$ cat config.mk
export PLATFORM = sky130hd
export DESIGN_NAME = monomial_order_compare_unit_core
export DESIGN_NICKNAME = d
export VERILOG_FILES = /design/src/hdl/mocu_pkg.sv /design/src/hdl/mocu_lane.sv /design/src/hdl/monomial_order_compare_unit_core.sv
export SDC_FILE = /design/constraint.sdc
export NUM_CORES = 2
export LEC_CHECK = 0
export BUFFER_PORTS_ARGS = -buffer_cell sky130_fd_sc_hd__buf_2
export CAP_MARGIN = 20
export CELL_PAD_IN_SITES_DETAIL_PLACEMENT = 0
export CELL_PAD_IN_SITES_GLOBAL_PLACEMENT = 1
export CORE_UTILIZATION = 50
export DETAILED_ROUTE_END_ITERATION = 8
export GPL_TIMING_DRIVEN = 0
export PLACE_DENSITY_LB_ADDON = 0.15
export SKIP_LAST_GASP = 1
export SYNTH_ARGS = -nofsm -noshare
export SYNTH_HDL_FRONTEND = slang
export SYNTH_HIERARCHICAL = 1
export SYNTH_SLANG_ARGS = --single-unit
$ cat constraint.sdc
create_clock -name clock -period 9.1 [get_ports clock]
set_input_delay 0.91 -clock clock [delete_from_list [all_inputs] [get_ports clock]]
set_output_delay 0.91 -clock clock [all_outputs]
set_load 0.02 [all_outputs]
$ cat src/hdl/mocu_pkg.sv
`timescale 1ns / 1ps

package mocu_pkg;

   localparam int LANE_BITS = 8;
   localparam int NUM_LANES = 8;
   localparam int POS_W     = 9;
   localparam int DEG_W     = 11;
   localparam int TDEG_W    = 12;

   localparam logic [2:0] OP_CMP_XA    = 3'd0;
   localparam logic [2:0] OP_CMP_XAB   = 3'd1;
   localparam logic [2:0] OP_DIVISIBLE = 3'd2;
   localparam logic [2:0] OP_MUL       = 3'd3;
   localparam logic [2:0] OP_DIV       = 3'd4;
   localparam logic [2:0] OP_GCD_DEG   = 3'd5;
   localparam logic [2:0] OP_LCM_DEG   = 3'd6;

   localparam logic [1:0] MODE_LEX       = 2'd0;
   localparam logic [1:0] MODE_DEGREVLEX = 2'd1;
   localparam logic [1:0] MODE_ALEX      = 2'd2;

   localparam logic [1:0] ERR_OK           = 2'd0;
   localparam logic [1:0] ERR_SAT          = 2'd1;
   localparam logic [1:0] ERR_NOT_DIV      = 2'd2;
   localparam logic [1:0] ERR_POS_CONFLICT = 2'd3;

   localparam logic signed [1:0] ORD_GT = 2'sb01;
   localparam logic signed [1:0] ORD_EQ = 2'sb00;
   localparam logic signed [1:0] ORD_LT = 2'sb11;

   localparam logic signed [POS_W-1:0] POS_NONE = -9'sd1;

   typedef struct packed {
      logic ne;
      logic gt;
      logic ge;
      logic sat;
   } lane_flags_type;

endpackage

$ cat src/hdl/mocu_lane.sv
`timescale 1ns / 1ps

module mocu_lane #(
   parameter int EXP_BITS = 8
) (
   input  logic [EXP_BITS-1:0]     x,
   input  logic [EXP_BITS-1:0]     a,
   input  logic [EXP_BITS-1:0]     b,
   input  logic                    cmp_ab,
   output mocu_pkg::lane_flags_type flags,
   output logic [EXP_BITS-1:0]     prod,
   output logic [EXP_BITS-1:0]     quot,
   output logic [EXP_BITS-1:0]     min_val,
   output logic [EXP_BITS-1:0]     max_val,
   output logic [EXP_BITS:0]       target
);
   import mocu_pkg::*;

   logic [EXP_BITS:0] sum_xa;
   logic [EXP_BITS:0] x_ext;

   assign x_ext  = {1'b0, x};
   assign sum_xa = x_ext + {1'b0, a};
   // compare target is the exact unsaturated a+b for the product compare
   assign target = cmp_ab ? ({1'b0, a} + {1'b0, b}) : {1'b0, a};

   assign flags.sat = sum_xa[EXP_BITS];
   assign flags.ge  = (x >= a);
   assign flags.ne  = (x_ext != target);
   assign flags.gt  = (x_ext > target);

   assign prod    = sum_xa[EXP_BITS] ? {EXP_BITS{1'b1}} : sum_xa[EXP_BITS-1:0];
   assign quot    = x - a;
   assign min_val = (x <= a) ? x : a;
   assign max_val = (x <= a) ? a : x;

endmodule

$ cat src/hdl/monomial_order_compare_unit_core.sv
`timescale 1ns / 1ps

// monomial compare and arithmetic unit, fully pipelined
// request: drive req_* with start high; a transaction is taken at every
// clock edge with start high and busy low. busy is always low, so one
// transaction can enter every cycle.
// response: rsp_strobe is high for exactly one cycle with the rsp_* fields,
// after the three register stages (lane compute, lane select with
// partial degree sums, final sums and order decision). the result ports
// hold their values only for that cycle; the receiver cannot stall and
// nothing in the pipe waits on it.
// throughput: one transaction per cycle through the three register stages.
// csr: csr_we writes csr_wdata into the order mode (0 lex, 1 degree
// reverse-scan lex, 2 alex, 3 as lex); write only while the pipe is empty.
// reset (synchronous): drops all in-flight transactions and sets lex order.
module monomial_order_compare_unit_core #(
   parameter int NUM_VARS = 8,
   parameter int EXP_BITS = 8
) (
   input  logic                               clock,
   input  logic                               reset,
   input  logic                               start,
   output logic                               busy,
   input  logic [2:0]                         req_operation,
   input  logic [63:0]                        req_exps_x,
   input  logic [63:0]                        req_exps_a,
   input  logic [63:0]                        req_exps_b,
   input  logic signed [mocu_pkg::POS_W-1:0]  req_pos_x,
   input  logic signed [mocu_pkg::POS_W-1:0]  req_pos_a,
   output logic                               rsp_strobe,
   output logic signed [1:0]                  rsp_order_result,
   output logic                               rsp_is_divisible,
   output logic [mocu_pkg::DEG_W-1:0]         rsp_degree_value,
   output logic [63:0]                        rsp_result_exps,
   output logic signed [mocu_pkg::POS_W-1:0]  rsp_result_pos,
   output logic [1:0]                         rsp_error_code,
   input  logic                               csr_we,
   input  logic [1:0]                         csr_wdata
);
   import mocu_pkg::*;

   localparam int HALF = (NUM_VARS + 1) / 2;

   logic accept;
   assign busy   = 1'b0;
   assign accept = start && !busy;

   // order mode register
   logic [1:0] order_mode_ff, order_mode_in;
   assign order_mode_in = csr_we ? csr_wdata : order_mode_ff;

   always_ff @(posedge clock) begin
      if (reset) begin
         order_mode_ff <= MODE_LEX;
      end else begin
         order_mode_ff <= order_mode_in;
      end
   end

   // ---------------- stage 1: per-lane compute ----------------
   lane_flags_type      lane_flags [NUM_VARS];
   logic [EXP_BITS-1:0] lane_prod  [NUM_VARS];
   logic [EXP_BITS-1:0] lane_quot  [NUM_VARS];
   logic [EXP_BITS-1:0] lane_min   [NUM_VARS];
   logic [EXP_BITS-1:0] lane_max   [NUM_VARS];
   logic [EXP_BITS:0]   lane_tgt   [NUM_VARS];
   logic [EXP_BITS-1:0] lane_x     [NUM_VARS];

   for (genvar g = 0; g < NUM_VARS; g++) begin : g_lane
      assign lane_x[g] = req_exps_x[LANE_BITS*g +: EXP_BITS];
      mocu_lane #(.EXP_BITS(EXP_BITS)) u_lane (
         .x       (req_exps_x[LANE_BITS*g +: EXP_BITS]),
         .a       (req_exps_a[LANE_BITS*g +: EXP_BITS]),
         .b       (req_exps_b[LANE_BITS*g +: EXP_BITS]),
         .cmp_ab  (req_operation == OP_CMP_XAB),
         .flags   (lane_flags[g]),
         .prod    (lane_prod[g]),
         .quot    (lane_quot[g]),
         .min_val (lane_min[g]),
         .max_val (lane_max[g]),
         .target  (lane_tgt[g])
      );
   end

   logic ge_all_in, sat_any_in;
   always_comb begin
      ge_all_in  = 1'b1;
      sat_any_in = 1'b0;
      for (int i = 0; i < NUM_VARS; i++) begin
         ge_all_in  = ge_all_in & lane_flags[i].ge;
         sat_any_in = sat_any_in | lane_flags[i].sat;
      end
   end

   logic                    s1_valid_ff, s1_valid_in;
   logic [2:0]              s1_op_ff, s1_op_in;
   logic [1:0]              s1_mode_ff, s1_mode_in;
   logic signed [POS_W-1:0] s1_px_ff, s1_px_in;
   logic signed [POS_W-1:0] s1_pa_ff, s1_pa_in;
   logic                    s1_ge_all_ff, s1_ge_all_in;
   logic                    s1_sat_any_ff, s1_sat_any_in;
   lane_flags_type          s1_flags_ff [NUM_VARS];
   logic [EXP_BITS-1:0]     s1_x_ff     [NUM_VARS];
   logic [EXP_BITS-1:0]     s1_prod_ff  [NUM_VARS];
   logic [EXP_BITS-1:0]     s1_quot_ff  [NUM_VARS];
   logic [EXP_BITS-1:0]     s1_min_ff   [NUM_VARS];
   logic [EXP_BITS-1:0]     s1_max_ff   [NUM_VARS];
   logic [EXP_BITS:0]       s1_tgt_ff   [NUM_VARS];

   assign s1_valid_in   = accept;
   assign s1_op_in      = req_operation;
   assign s1_mode_in    = order_mode_ff;
   assign s1_px_in      = req_pos_x;
   assign s1_pa_in      = req_pos_a;
   assign s1_ge_all_in  = ge_all_in;
   assign s1_sat_any_in = sat_any_in;

   always_ff @(posedge clock) begin
      if (reset) begin
         s1_valid_ff <= 1'b0;
      end else begin
         s1_valid_ff <= s1_valid_in;
      end
   end

   always_ff @(posedge clock) begin
      s1_op_ff      <= s1_op_in;
      s1_mode_ff    <= s1_mode_in;
      s1_px_ff      <= s1_px_in;
      s1_pa_ff      <= s1_pa_in;
      s1_ge_all_ff  <= s1_ge_all_in;
      s1_sat_any_ff <= s1_sat_any_in;
      for (int i = 0; i < NUM_VARS; i++) begin
         s1_flags_ff[i] <= lane_flags[i];
         s1_x_ff[i]     <= lane_x[i];
         s1_prod_ff[i]  <= lane_prod[i];
         s1_quot_ff[i]  <= lane_quot[i];
         s1_min_ff[i]   <= lane_min[i];
         s1_max_ff[i]   <= lane_max[i];
         s1_tgt_ff[i]   <= lane_tgt[i];
      end
   end

   // ---------------- stage 2: select, scan, half sums ----------------
   logic                    px_none, pa_none, pos_ok;
   logic [1:0]              err_c;
   logic signed [POS_W-1:0] pos_c;
   logic                    div_c;
   logic                    use_x;
   logic [63:0]             exps_c;
   logic signed [1:0]       lex_c, rev_c;
   logic                    lex_found, rev_found;
   logic [DEG_W-1:0]        deg_lo_c, deg_hi_c, dx_lo_c, dx_hi_c;
   logic [TDEG_W-1:0]       dt_lo_c, dt_hi_c;
   logic [EXP_BITS-1:0]     e_lane;
   logic [EXP_BITS-1:0]     dv_lane;

   assign px_none = (s1_px_ff == POS_NONE);
   assign pa_none = (s1_pa_ff == POS_NONE);
   assign pos_ok  = pa_none || (s1_px_ff == s1_pa_ff);

   always_comb begin
      err_c = ERR_OK;
      pos_c = POS_NONE;
      div_c = 1'b0;
      use_x = 1'b1;
      case (s1_op_ff)
         OP_DIVISIBLE: begin
            div_c = pos_ok && s1_ge_all_ff;
         end
         OP_MUL: begin
            pos_c = px_none ? s1_pa_ff : s1_px_ff;
            if (!px_none && !pa_none) begin
               err_c = ERR_POS_CONFLICT;
            end else begin
               use_x = 1'b0;
               if (s1_sat_any_ff) begin
                  err_c = ERR_SAT;
               end
            end
         end
         OP_DIV: begin
            pos_c = s1_px_ff;
            if (!pos_ok) begin
               err_c = ERR_POS_CONFLICT;
            end else if (!s1_ge_all_ff) begin
               err_c = ERR_NOT_DIV;
            end else begin
               use_x = 1'b0;
            end
         end
         default: begin
         end
      endcase
   end

   always_comb begin
      exps_c   = '0;
      deg_lo_c = '0;
      deg_hi_c = '0;
      dx_lo_c  = '0;
      dx_hi_c  = '0;
      dt_lo_c  = '0;
      dt_hi_c  = '0;
      e_lane   = '0;
      dv_lane  = '0;
      for (int i = 0; i < NUM_VARS; i++) begin
         if (use_x) begin
            e_lane = s1_x_ff[i];
         end else if (s1_op_ff == OP_MUL) begin
            e_lane = s1_prod_ff[i];
         end else begin
            e_lane = s1_quot_ff[i];
         end
         case (s1_op_ff)
            OP_MUL, OP_DIV: dv_lane = e_lane;
            OP_GCD_DEG:     dv_lane = s1_min_ff[i];
            OP_LCM_DEG:     dv_lane = s1_max_ff[i];
            default:        dv_lane = '0;
         endcase
         if (s1_op_ff == OP_MUL || s1_op_ff == OP_DIV) begin
            exps_c[LANE_BITS*i +: LANE_BITS] = LANE_BITS'(e_lane);
         end
         if (i < HALF) begin
            deg_lo_c = deg_lo_c + DEG_W'(dv_lane);
            dx_lo_c  = dx_lo_c + DEG_W'(s1_x_ff[i]);
            dt_lo_c  = dt_lo_c + TDEG_W'(s1_tgt_ff[i]);
         end else begin
            deg_hi_c = deg_hi_c + DEG_W'(dv_lane);
            dx_hi_c  = dx_hi_c + DEG_W'(s1_x_ff[i]);
            dt_hi_c  = dt_hi_c + TDEG_W'(s1_tgt_ff[i]);
         end
      end
   end

   // first difference from variable 0 up, and from the last variable down
   always_comb begin
      lex_c     = ORD_EQ;
      lex_found = 1'b0;
      for (int i = 0; i < NUM_VARS; i++) begin
         if (!lex_found && s1_flags_ff[i].ne) begin
            lex_found = 1'b1;
            lex_c     = s1_flags_ff[i].gt ? ORD_GT : ORD_LT;
         end
      end
      rev_c     = ORD_EQ;
      rev_found = 1'b0;
      for (int i = NUM_VARS - 1; i >= 0; i--) begin
         if (!rev_found && s1_flags_ff[i].ne) begin
            rev_found = 1'b1;
            rev_c     = s1_flags_ff[i].gt ? ORD_LT : ORD_GT;
         end
      end
   end

   logic                    s2_valid_ff, s2_valid_in;
   logic                    s2_cmp_ff, s2_cmp_in;
   logic [1:0]              s2_mode_ff, s2_mode_in;
   logic [1:0]              s2_err_ff, s2_err_in;
   logic signed [POS_W-1:0] s2_pos_ff, s2_pos_in;
   logic                    s2_div_ff, s2_div_in;
   logic [63:0]             s2_exps_ff, s2_exps_in;
   logic signed [1:0]       s2_lex_ff, s2_lex_in;
   logic signed [1:0]       s2_rev_ff, s2_rev_in;
   logic [DEG_W-1:0]        s2_deg_lo_ff, s2_deg_lo_in, s2_deg_hi_ff, s2_deg_hi_in;
   logic [DEG_W-1:0]        s2_dx_lo_ff, s2_dx_lo_in, s2_dx_hi_ff, s2_dx_hi_in;
   logic [TDEG_W-1:0]       s2_dt_lo_ff, s2_dt_lo_in, s2_dt_hi_ff, s2_dt_hi_in;

   assign s2_valid_in  = s1_valid_ff;
   assign s2_cmp_in    = (s1_op_ff == OP_CMP_XA) || (s1_op_ff == OP_CMP_XAB);
   assign s2_mode_in   = s1_mode_ff;
   assign s2_err_in    = err_c;
   assign s2_pos_in    = pos_c;
   assign s2_div_in    = div_c;
   assign s2_exps_in   = exps_c;
   assign s2_lex_in    = lex_c;
   assign s2_rev_in    = rev_c;
   assign s2_deg_lo_in = deg_lo_c;
   assign s2_deg_hi_in = deg_hi_c;
   assign s2_dx_lo_in  = dx_lo_c;
   assign s2_dx_hi_in  = dx_hi_c;
   assign s2_dt_lo_in  = dt_lo_c;
   assign s2_dt_hi_in  = dt_hi_c;

   always_ff @(posedge clock) begin
      if (reset) begin
         s2_valid_ff <= 1'b0;
      end else begin
         s2_valid_ff <= s2_valid_in;
      end
   end

   always_ff @(posedge clock) begin
      s2_cmp_ff    <= s2_cmp_in;
      s2_mode_ff   <= s2_mode_in;
      s2_err_ff    <= s2_err_in;
      s2_pos_ff    <= s2_pos_in;
      s2_div_ff    <= s2_div_in;
      s2_exps_ff   <= s2_exps_in;
      s2_lex_ff    <= s2_lex_in;
      s2_rev_ff    <= s2_rev_in;
      s2_deg_lo_ff <= s2_deg_lo_in;
      s2_deg_hi_ff <= s2_deg_hi_in;
      s2_dx_lo_ff  <= s2_dx_lo_in;
      s2_dx_hi_ff  <= s2_dx_hi_in;
      s2_dt_lo_ff  <= s2_dt_lo_in;
      s2_dt_hi_ff  <= s2_dt_hi_in;
   end

   // ---------------- stage 3: final sums and order decision ----------------
   logic [TDEG_W-1:0] dx_c, dt_c;
   logic [DEG_W-1:0]  deg_c;
   logic signed [1:0] ord_c;

   assign dx_c  = TDEG_W'(s2_dx_lo_ff) + TDEG_W'(s2_dx_hi_ff);
   assign dt_c  = s2_dt_lo_ff + s2_dt_hi_ff;
   assign deg_c = s2_deg_lo_ff + s2_deg_hi_ff;

   always_comb begin
      ord_c = ORD_EQ;
      if (s2_cmp_ff) begin
         case (s2_mode_ff)
            MODE_DEGREVLEX: begin
               if (dx_c != dt_c) begin
                  ord_c = (dx_c > dt_c) ? ORD_GT : ORD_LT;
               end else begin
                  ord_c = s2_rev_ff;
               end
            end
            MODE_ALEX: begin
               if (dx_c != dt_c) begin
                  ord_c = (dx_c > dt_c) ? ORD_LT : ORD_GT;
               end else begin
                  ord_c = s2_lex_ff;
               end
            end
            default: ord_c = s2_lex_ff;
         endcase
      end
   end

   logic                    s3_valid_ff, s3_valid_in;
   logic signed [1:0]       s3_ord_ff, s3_ord_in;
   logic                    s3_div_ff, s3_div_in;
   logic [DEG_W-1:0]        s3_deg_ff, s3_deg_in;
   logic [63:0]             s3_exps_ff, s3_exps_in;
   logic signed [POS_W-1:0] s3_pos_ff, s3_pos_in;
   logic [1:0]              s3_err_ff, s3_err_in;

   assign s3_valid_in = s2_valid_ff;
   assign s3_ord_in   = ord_c;
   assign s3_div_in   = s2_div_ff;
   assign s3_deg_in   = deg_c;
   assign s3_exps_in  = s2_exps_ff;
   assign s3_pos_in   = s2_pos_ff;
   assign s3_err_in   = s2_err_ff;

   always_ff @(posedge clock) begin
      if (reset) begin
         s3_valid_ff <= 1'b0;
      end else begin
         s3_valid_ff <= s3_valid_in;
      end
   end

   always_ff @(posedge clock) begin
      s3_ord_ff  <= s3_ord_in;
      s3_div_ff  <= s3_div_in;
      s3_deg_ff  <= s3_deg_in;
      s3_exps_ff <= s3_exps_in;
      s3_pos_ff  <= s3_pos_in;
      s3_err_ff  <= s3_err_in;
   end

   assign rsp_strobe       = s3_valid_ff;
   assign rsp_order_result = s3_ord_ff;
   assign rsp_is_divisible = s3_div_ff;
   assign rsp_degree_value = s3_deg_ff;
   assign rsp_result_exps  = s3_exps_ff;
   assign rsp_result_pos   = s3_pos_ff;
   assign rsp_error_code   = s3_err_ff;

   // ---------------- checks ----------------
   a_latency: assert property (@(posedge clock) disable iff (reset)
      accept |-> ##3 rsp_strobe)
      else $error("accepted transaction did not respond after three cycles");

   a_ord_code: assert property (@(posedge clock) disable iff (reset)
      rsp_strobe |-> (rsp_order_result != 2'sb10))
      else $error("order result carries an unused code");

   a_cmp_clean: assert property (@(posedge clock) disable iff (reset)
      (rsp_strobe && rsp_order_result != ORD_EQ) |->
         (rsp_degree_value == '0 && rsp_error_code == ERR_OK && !rsp_is_divisible))
      else $error("compare result mixed with arithmetic fields");

   a_div_clean: assert property (@(posedge clock) disable iff (reset)
      (rsp_strobe && rsp_is_divisible) |->
         (rsp_result_pos == POS_NONE && rsp_result_exps == '0))
      else $error("divisible test returned arithmetic payload");

endmodule
=== Word level (Yosys, flattened, before mapping) ===
Memories as Yosys holds them, arrays and structs flattened.
Cells that the tools add are included.

* Memories: 7
* Register bits: 270
* RAM bits: 424
* Word-level logic and storage cells: 297
* Output and inout port bits: 91

* Magnitude comparators: 25
* Eq/ne operators: 21
* Reduce and logical (&&, ||, !) cells: 37
* Bitwise logic cells: 14
* Mux-type cells: 118
* $add $sub $neg: 45

{| class="wikitable"
|+ Memories
! name !! words !! bits a word !! rd ports !! clocked after memory_dff !! wr ports !! RTL line !! text
|-
| s1_tgt_ff || 8 || 9 || 8 || 0 || 8 || monomial_order_compare_unit_core.sv:108 || <nowiki>logic [EXP_BITS:0] s1_tgt_ff [NUM_VARS];</nowiki>
|-
| s1_max_ff || 8 || 8 || 8 || 0 || 8 || monomial_order_compare_unit_core.sv:107 || <nowiki>logic [EXP_BITS-1:0] s1_max_ff [NUM_VARS];</nowiki>
|-
| s1_min_ff || 8 || 8 || 8 || 0 || 8 || monomial_order_compare_unit_core.sv:106 || <nowiki>logic [EXP_BITS-1:0] s1_min_ff [NUM_VARS];</nowiki>
|-
| s1_prod_ff || 8 || 8 || 8 || 0 || 8 || monomial_order_compare_unit_core.sv:104 || <nowiki>logic [EXP_BITS-1:0] s1_prod_ff [NUM_VARS];</nowiki>
|-
| s1_quot_ff || 8 || 8 || 8 || 0 || 8 || monomial_order_compare_unit_core.sv:105 || <nowiki>logic [EXP_BITS-1:0] s1_quot_ff [NUM_VARS];</nowiki>
|-
| s1_x_ff || 8 || 8 || 8 || 0 || 8 || monomial_order_compare_unit_core.sv:103 || <nowiki>logic [EXP_BITS-1:0] s1_x_ff [NUM_VARS];</nowiki>
|-
| +1 memories || n/a || n/a || n/a || n/a || n/a || n/a ||
|}

{| class="wikitable"
|+ Operators with widths
! operator !! count
|-
| 8-bit 2-to-1 mux || 40
|-
| 8-bit case mux with 3 select lines || 8
|-
| 8-bit by 8-bit adder with 9-bit output || 20
|-
| 9-bit 2-to-1 mux || 9
|-
| 2-bit 2-to-1 mux || 39
|-
| 8-bit by 9-bit > comparator with 1-bit output || 8
|-
| 8-bit by 9-bit != test with 1-bit output || 8
|-
| 8-bit >= comparator || 8
|-
| 8-bit less-or-equal comparator || 8
|-
| 8-bit subtractor || 8
|-
| 10-bit by 8-bit adder with 11-bit output || 4
|-
| 9-bit by 8-bit adder with 10-bit output || 4
|-
| 11-bit by 9-bit adder with 12-bit output || 2
|-
| 10-bit by 9-bit adder with 11-bit output || 2
|-
| 9-bit by 9-bit adder with 10-bit output || 2
|-
| 9-bit by 1-bit == test with 1-bit output (second input constant) || 2
|-
| 1-bit 2-to-1 mux || 18
|-
| 9-bit case mux with 2 select lines || 1
|-
| 1-bit logical AND || 16
|-
| 1-bit logical NOT || 16
|-
| 11-bit by 11-bit adder with 12-bit output || 1
|-
| 12-bit adder || 1
|-
| 12-bit > comparator || 1
|-
| 12-bit != test || 1
|-
| other kinds (14) || 33
|}

=== Depth between registers and ports, before layout ===
An unclocked memory read counts as a cell.

* Depth in word-level cells: 23
* Gate-level depth with buffers: 20

=== Modules after synthesis ===
The synthesis kept the hierarchy.

{| class="wikitable"
|+ By module, submodules not included
! module !! area an instance (µm²) !! cells each !! sequential area each (µm²) !! times used
|-
| monomial_order_compare_unit_core || 22290.1 || 1713 || 13452.9 || 1
|-
| mocu_lane (g_lane[0].u_lane ...) || 1629.1 || 203 || 0.0 || 4
|-
| mocu_lane (g_lane[3].u_lane) || 1672.9 || 212 || 0.0 || 1
|-
| mocu_lane (g_lane[6].u_lane) || 1644.1 || 205 || 0.0 || 1
|-
| mocu_lane (g_lane[7].u_lane) || 1644.1 || 213 || 0.0 || 1
|-
| mocu_lane (g_lane[2].u_lane) || 1640.3 || 208 || 0.0 || 1
|}

=== Worst setup path after synthesis ===
OpenSTA, ideal clock, no wires.

* Path kind: register to register
* From: reg s1_px_ff[0]
* To: reg s2_deg_hi_ff[8]
* Setup slack: 4.757 ns
* Setup time: 0.119 ns
* Clock period less this slack: 4.343 ns
* Arrival time: 4.224 ns
* Stages on the path, launching flop included: 20
* Path buffers: 2
* Cell sequence: dfxtp_1 xor2_1 nor4_2 nand2_1 o221a_2 buf_6 buf_6 mux2i_2 a221o_1 fa_1 inv_1 fa_1 inv_1 ha_1 a21o_1 a21oi_1 nor2b_1 o21a_1 o41a_1 xor2_1

* Cells in the longest elaborated chain, start to end: 10

{| class="wikitable"
|+ Ends and longest elaborated chain
! what !! RTL line !! text
|-
| from (decl) || monomial_order_compare_unit_core.sv:98 || <nowiki>logic signed [POS_W-1:0] s1_px_ff, s1_px_in;</nowiki>
|-
| from (signal assigned) || monomial_order_compare_unit_core.sv:129 || <nowiki>s1_px_ff <= s1_px_in;</nowiki>
|-
| 9-bit by 1-bit == test with 1-bit output || monomial_order_compare_unit_core.sv:158 || <nowiki>assign px_none = (s1_px_ff == POS_NONE);</nowiki>
|-
| 1-bit logical NOT || monomial_order_compare_unit_core.sv:173 || <nowiki>if (!px_none && !pa_none) begin</nowiki>
|-
| 1-bit logical AND || monomial_order_compare_unit_core.sv:173 ||
|-
| 1-bit 2-to-1 mux || monomial_order_compare_unit_core.sv:173 ||
|-
| 1-bit case mux with 2 select lines (*) || monomial_order_compare_unit_core.sv:167 || <nowiki>case (s1_op_ff)</nowiki>
|-
| 8-bit 2-to-1 mux || monomial_order_compare_unit_core.sv:208 || <nowiki>if (use_x) begin</nowiki>
|-
| 8-bit case mux with 3 select lines || monomial_order_compare_unit_core.sv:215 || <nowiki>case (s1_op_ff)</nowiki>
|-
| 8-bit by 8-bit adder with 9-bit output || monomial_order_compare_unit_core.sv:229 || <nowiki>deg_hi_c = deg_hi_c + DEG_W'(dv_lane);</nowiki>
|-
| 9-bit by 8-bit adder with 10-bit output || monomial_order_compare_unit_core.sv:229 ||
|-
| 10-bit by 8-bit adder with 11-bit output (*) || monomial_order_compare_unit_core.sv:229 ||
|-
| via deg_hi_c[8] || monomial_order_compare_unit_core.sv:153 || <nowiki>logic [DEG_W-1:0] deg_lo_c, deg_hi_c, dx_lo_c, dx_hi_c;</nowiki>
|-
| to (signal assigned) || monomial_order_compare_unit_core.sv:303 || <nowiki>s2_deg_hi_ff <= s2_deg_hi_in;</nowiki>
|-
| to (decl) || monomial_order_compare_unit_core.sv:265 || <nowiki>logic [DEG_W-1:0] s2_deg_lo_ff, s2_deg_lo_in, s2_deg_hi_ff, s2_deg_hi_in;</nowiki>
|}

The timed path passes the listed nets; every way through them passes the cells marked *.
A chain may end at the register's enable or synchronous reset.

=== Worst setup path in the final report ===
* From: reg s1_op_ff[1]
* To: reg s2_deg_lo_ff[9]

* Cells in the longest elaborated chain, start to end: 7

{| class="wikitable"
|+ Ends and longest elaborated chain
! what !! RTL line !! text
|-
| from (decl) || monomial_order_compare_unit_core.sv:96 || <nowiki>logic [2:0] s1_op_ff, s1_op_in;</nowiki>
|-
| from (signal assigned) || monomial_order_compare_unit_core.sv:127 || <nowiki>s1_op_ff <= s1_op_in;</nowiki>
|-
| 3-bit == test / 3-bit by 2-bit == test with 1-bit output (equally long branches) || monomial_order_compare_unit_core.sv:167, monomial_order_compare_unit_core.sv:215, monomial_order_compare_unit_core.sv:210 ||
|-
| 1-bit case mux with 2 select lines / 8-bit 2-to-1 mux (equally long branches) || monomial_order_compare_unit_core.sv:167, monomial_order_compare_unit_core.sv:210 ||
|-
| 8-bit 2-to-1 mux || monomial_order_compare_unit_core.sv:208 ||
|-
| 8-bit case mux with 3 select lines || monomial_order_compare_unit_core.sv:215 ||
|-
| 8-bit by 8-bit adder with 9-bit output || monomial_order_compare_unit_core.sv:225 || <nowiki>deg_lo_c = deg_lo_c + DEG_W'(dv_lane);</nowiki>
|-
| 9-bit by 8-bit adder with 10-bit output || monomial_order_compare_unit_core.sv:225 ||
|-
| 10-bit by 8-bit adder with 11-bit output (*) || monomial_order_compare_unit_core.sv:225 ||
|-
| via deg_lo_c[9] || monomial_order_compare_unit_core.sv:153 ||
|-
| to (signal assigned) || monomial_order_compare_unit_core.sv:302 || <nowiki>s2_deg_lo_ff <= s2_deg_lo_in;</nowiki>
|-
| to (decl) || monomial_order_compare_unit_core.sv:265 ||
|}

Marked as above.

==> flow_summary.ini <==
[grt]
use_met2_pct = 45.83
met1_usage_pct = 41.50
grt_start_max_net_pins = 17
gr-total-overflow = 0
grt_first_pass_wirelength_um = 158300
use_met3_pct = 6.918
grt_pass1_vias = 25854
grt.busiest_layer = met2
antenna_found_initial = 2
grtUsageTotal_pct = 29.79

[placement]
portBuffers = 308
dp_hpwl_um = 85150
place.gp.congestion = 0.9446
placed_area_um2 = 38180

[clock_tree]
ctsHoldBuffers = 0
root_buffer = clkbuf_16
clock_latency_ns = 0.64
clk_path_buf_depth = 3
tritoncts = built
cts_post_setup_buffers_inserted = 0
cts-buffers-inserted = 73
post_cts_resize_count = 0
clkTransAtPathRegs_ns = 0.06
clock_sinks = 672
htreeDepth = 3

[synth]
synth_nets = 4065
ys_types = 87
ys_warn_count = 6
netlist_instances = 3363
synthArstFlopShare_pct = 0
avgSynthCellArea_um2 = 10.53
synth-edff-count = 0
synth_flop_cell = dfxtp_1
yosysSeqAreaShare_pct = 37.99
ys_ff_latch = 672
synth_area_um2 = 35410

[critical_path]
critPathLaunchType = flip-flop
cp-end-kind = flip-flop
path_class = reg2reg
arrival_ns = 6.20
reg2reg_slack_ns = 3.39
worst_ep_required_time_ns = 9.59
critPathMaxFanout = 10

[floorplan]
die_y_um = 268.1
floorplan.die_area_um2 = 71880
io_pins = 310
core_um2 = 70030
start_util_pct = 50.56
die_w_um = 268.1
num_rows = 97

[power_and_ir_drop]
clockPowerShare_pct = 31.7
seqPwrFrac_pct = 35.4
pwr-share-comb_pct = 32.8
power_switching_w = 0.003322
power_density_nw_per_um2 = 248.5
p_int_w = 0.006821
peakVddDrop_mv = 0.1762
p_leak_nw = 18.70
switching_share_pct = 32.75

[timing]
hold_viol = 0
slew_violations = 0
tns_ns = 0
max_freq_ghz = 0.1753
rsz0062_at_grt = false
fin_skew_ns = 0.02687
fin_crit_ns = 5.705
slew_headroom_pct = 21.85
fin_crit_sh_pct = 62.69
whs_ns = 0.3244
worstMarginPinSlew_ns = 1.172
final-setup-viol-count = 0

[routing]
vias_per_cell = 5.525
ant_nets = 0
drt_wl_total_um = 107800
first_pass_iters = 5
initialDrtViolationCount = 1907
wire_per_inst_um = 22.71
drc = 0
vias = 26232

[finish]
syn2layout_area_growth_pct = 15.27
drive_above_1_share_pct = 21.75
final_common_cell = dfxtp_1
final_net_count = 4452
final_cell_mix = dfxtp_1 (672), ha_1 (356), buf_2 (345)
fin_area_um2 = 40810
utilization_pct = 58.28

[job]
maxCapViolCount = 0

[run_status]
outcome = finished, final reports clean

[min_path]
hp-class = reg2reg
-- per-layer routing --
metal,routed length (um),share of wire [%]
met1,49710,46
met2,47120,44
met3,8060,7.5
met4,2939,2.7
met5,0,0
-- stage by stage --
step / instances / total power (W) / setup WS (ns)
after global placement: 4611 / 0.006857 / 1.157
final: 4748 / 0.01014 / 3.395
after detailed placement: 4615 / 0.006930 / 3.590
after global routing: 4747 / 0.01070 / 3.150
after CTS: 4747 / 0.01016 / 3.539
after floorplan: 3363 / 0.005985 / 4.757
-- Yosys cell counts (9+ instances only) --
| cell | count | area, um^2 |
|---|---|---|
| dfxtp_1 | 672 | 13450 |
| ha_1 | 356 | 4454 |
| inv_1 | 271 | 1017 |
| nand2_1 | 238 | 893.4 |
| nor2_1 | 177 | 664.4 |
| mux2_2 | 132 | 1486 |
| a21oi_1 | 130 | 650.6 |
| fa_1 | 127 | 2542 |
| o21ai_0 | 124 | 620.6 |
| xnor2_1 | 124 | 1086 |
| mux2i_1 | 90 | 900.9 |
| mux2_4 | 64 | 960.9 |
| nor2b_1 | 51 | 319.1 |
| nor3_1 | 48 | 240.2 |
| a221o_1 | 46 | 460.4 |
| a21o_1 | 43 | 322.8 |
| xor2_1 | 40 | 350.3 |
| buf_2 | 37 | 185.2 |
| nand4_1 | 34 | 212.7 |
| nand2b_1 | 31 | 193.9 |
| o21bai_1 | 31 | 232.7 |
| o21a_1 | 30 | 225.2 |
| clkbuf_1 | 29 | 108.9 |
| mux2i_2 | 28 | 385.4 |
| a221oi_1 | 26 | 227.7 |
| a211oi_1 | 24 | 180.2 |
| o211ai_1 | 23 | 172.7 |
| nand3_1 | 22 | 110.1 |
| nor4_1 | 19 | 118.9 |
| or3_1 | 19 | 118.9 |
| a21boi_0 | 17 | 127.6 |
| a31oi_1 | 17 | 106.4 |
| inv_2 | 16 | 60.06 |
| o41ai_1 | 14 | 122.6 |
| buf_6 | 13 | 146.4 |
| buf_4 | 11 | 82.58 |
| nor3b_1 | 10 | 75.07 |
| a21oi_2 | 9 | 78.83 |
-- kinds of logic after synthesis --
kind of cell	share of synthesized area, %
other	0.01059
buffers and inverters	4.573
flip-flops	37.99
XOR/XNOR	4.057
adder cells (fa/ha/maj)	19.76
multiplexers	10.54
AO/OA/AOI/OAI	13.46
AND/OR/NAND/NOR	9.605
-- critical path, cell delays in order, from the launching register on --
cell,delay (ns)
dfxtp_1,0.45
nand2_1,0.10
nor2_1,0.28
buf_2,0.41
buf_2,0.54
mux2_2,0.40
nand2_1,0.07
mux2i_1,0.09
a221oi_1,0.82
fa_1,0.33
inv_1,0.06
fa_1,0.45
ha_1,0.24
fa_1,0.47
a21o_1,0.17
a21oi_1,0.22
o21bai_1,0.09
a21oi_1,0.23
o21ai_0,0.13
-- final timing paths --
path / end / cells after the start / start
worst max-delay path: s2_deg_lo_ff[9]$_DFF_P_ / 18 / s1_op_ff[1]$_DFF_P_
worst max register to register: s2_deg_lo_ff[9]$_DFF_P_ / 18 / s1_op_ff[1]$_DFF_P_
worst min-delay path: rsp_error_code[0]$_DFF_P_ / 0 / s2_err_ff[0]$_SDFF_PN0_
worst min register to register: rsp_error_code[0]$_DFF_P_ / 0 / s2_err_ff[0]$_SDFF_PN0_
-- sequential cells by signal, summed over array words and instances (netlist names), 11 cells and up --
signal            count
s1_flags_ff          16
s2_dt_lo_ff          11
s2_exps_ff           64
s1_x_ff              64
s1_tgt_ff            72
s1_prod_ff           64
s1_min_ff            64
s1_max_ff            64
rsp_degree_value     11
s2_dt_hi_ff          11
rsp_result_exps      64
s1_quot_ff           64
-- final cells by class --
class / count / area (um^2)
plain buffers: 95 / 541.8
well taps: 940 / 1176
clock buffers: 95 / 2082
multi-input cells: 2309 / 20340
clock inverters: 37 / 550.5
fillers: 6072 / 29210
flip-flops and latches: 672 / 13450
repair buffers: 312 / 1590
inverters: 287 / 1077
diodes: 1 / 2.502
-- power by group through the flow --
stage                     clock network, W  logic (W)  registers (W)
after floorplan                          0    0.00238        0.00360
after global placement                   0    0.00321        0.00365
after detailed placement                 0    0.00328        0.00365
after CTS                          0.00326    0.00331        0.00359
after global routing               0.00339    0.00369        0.00362
final                              0.00322    0.00333        0.00359
No activity file was read; power rests on OpenSTA's default activity.
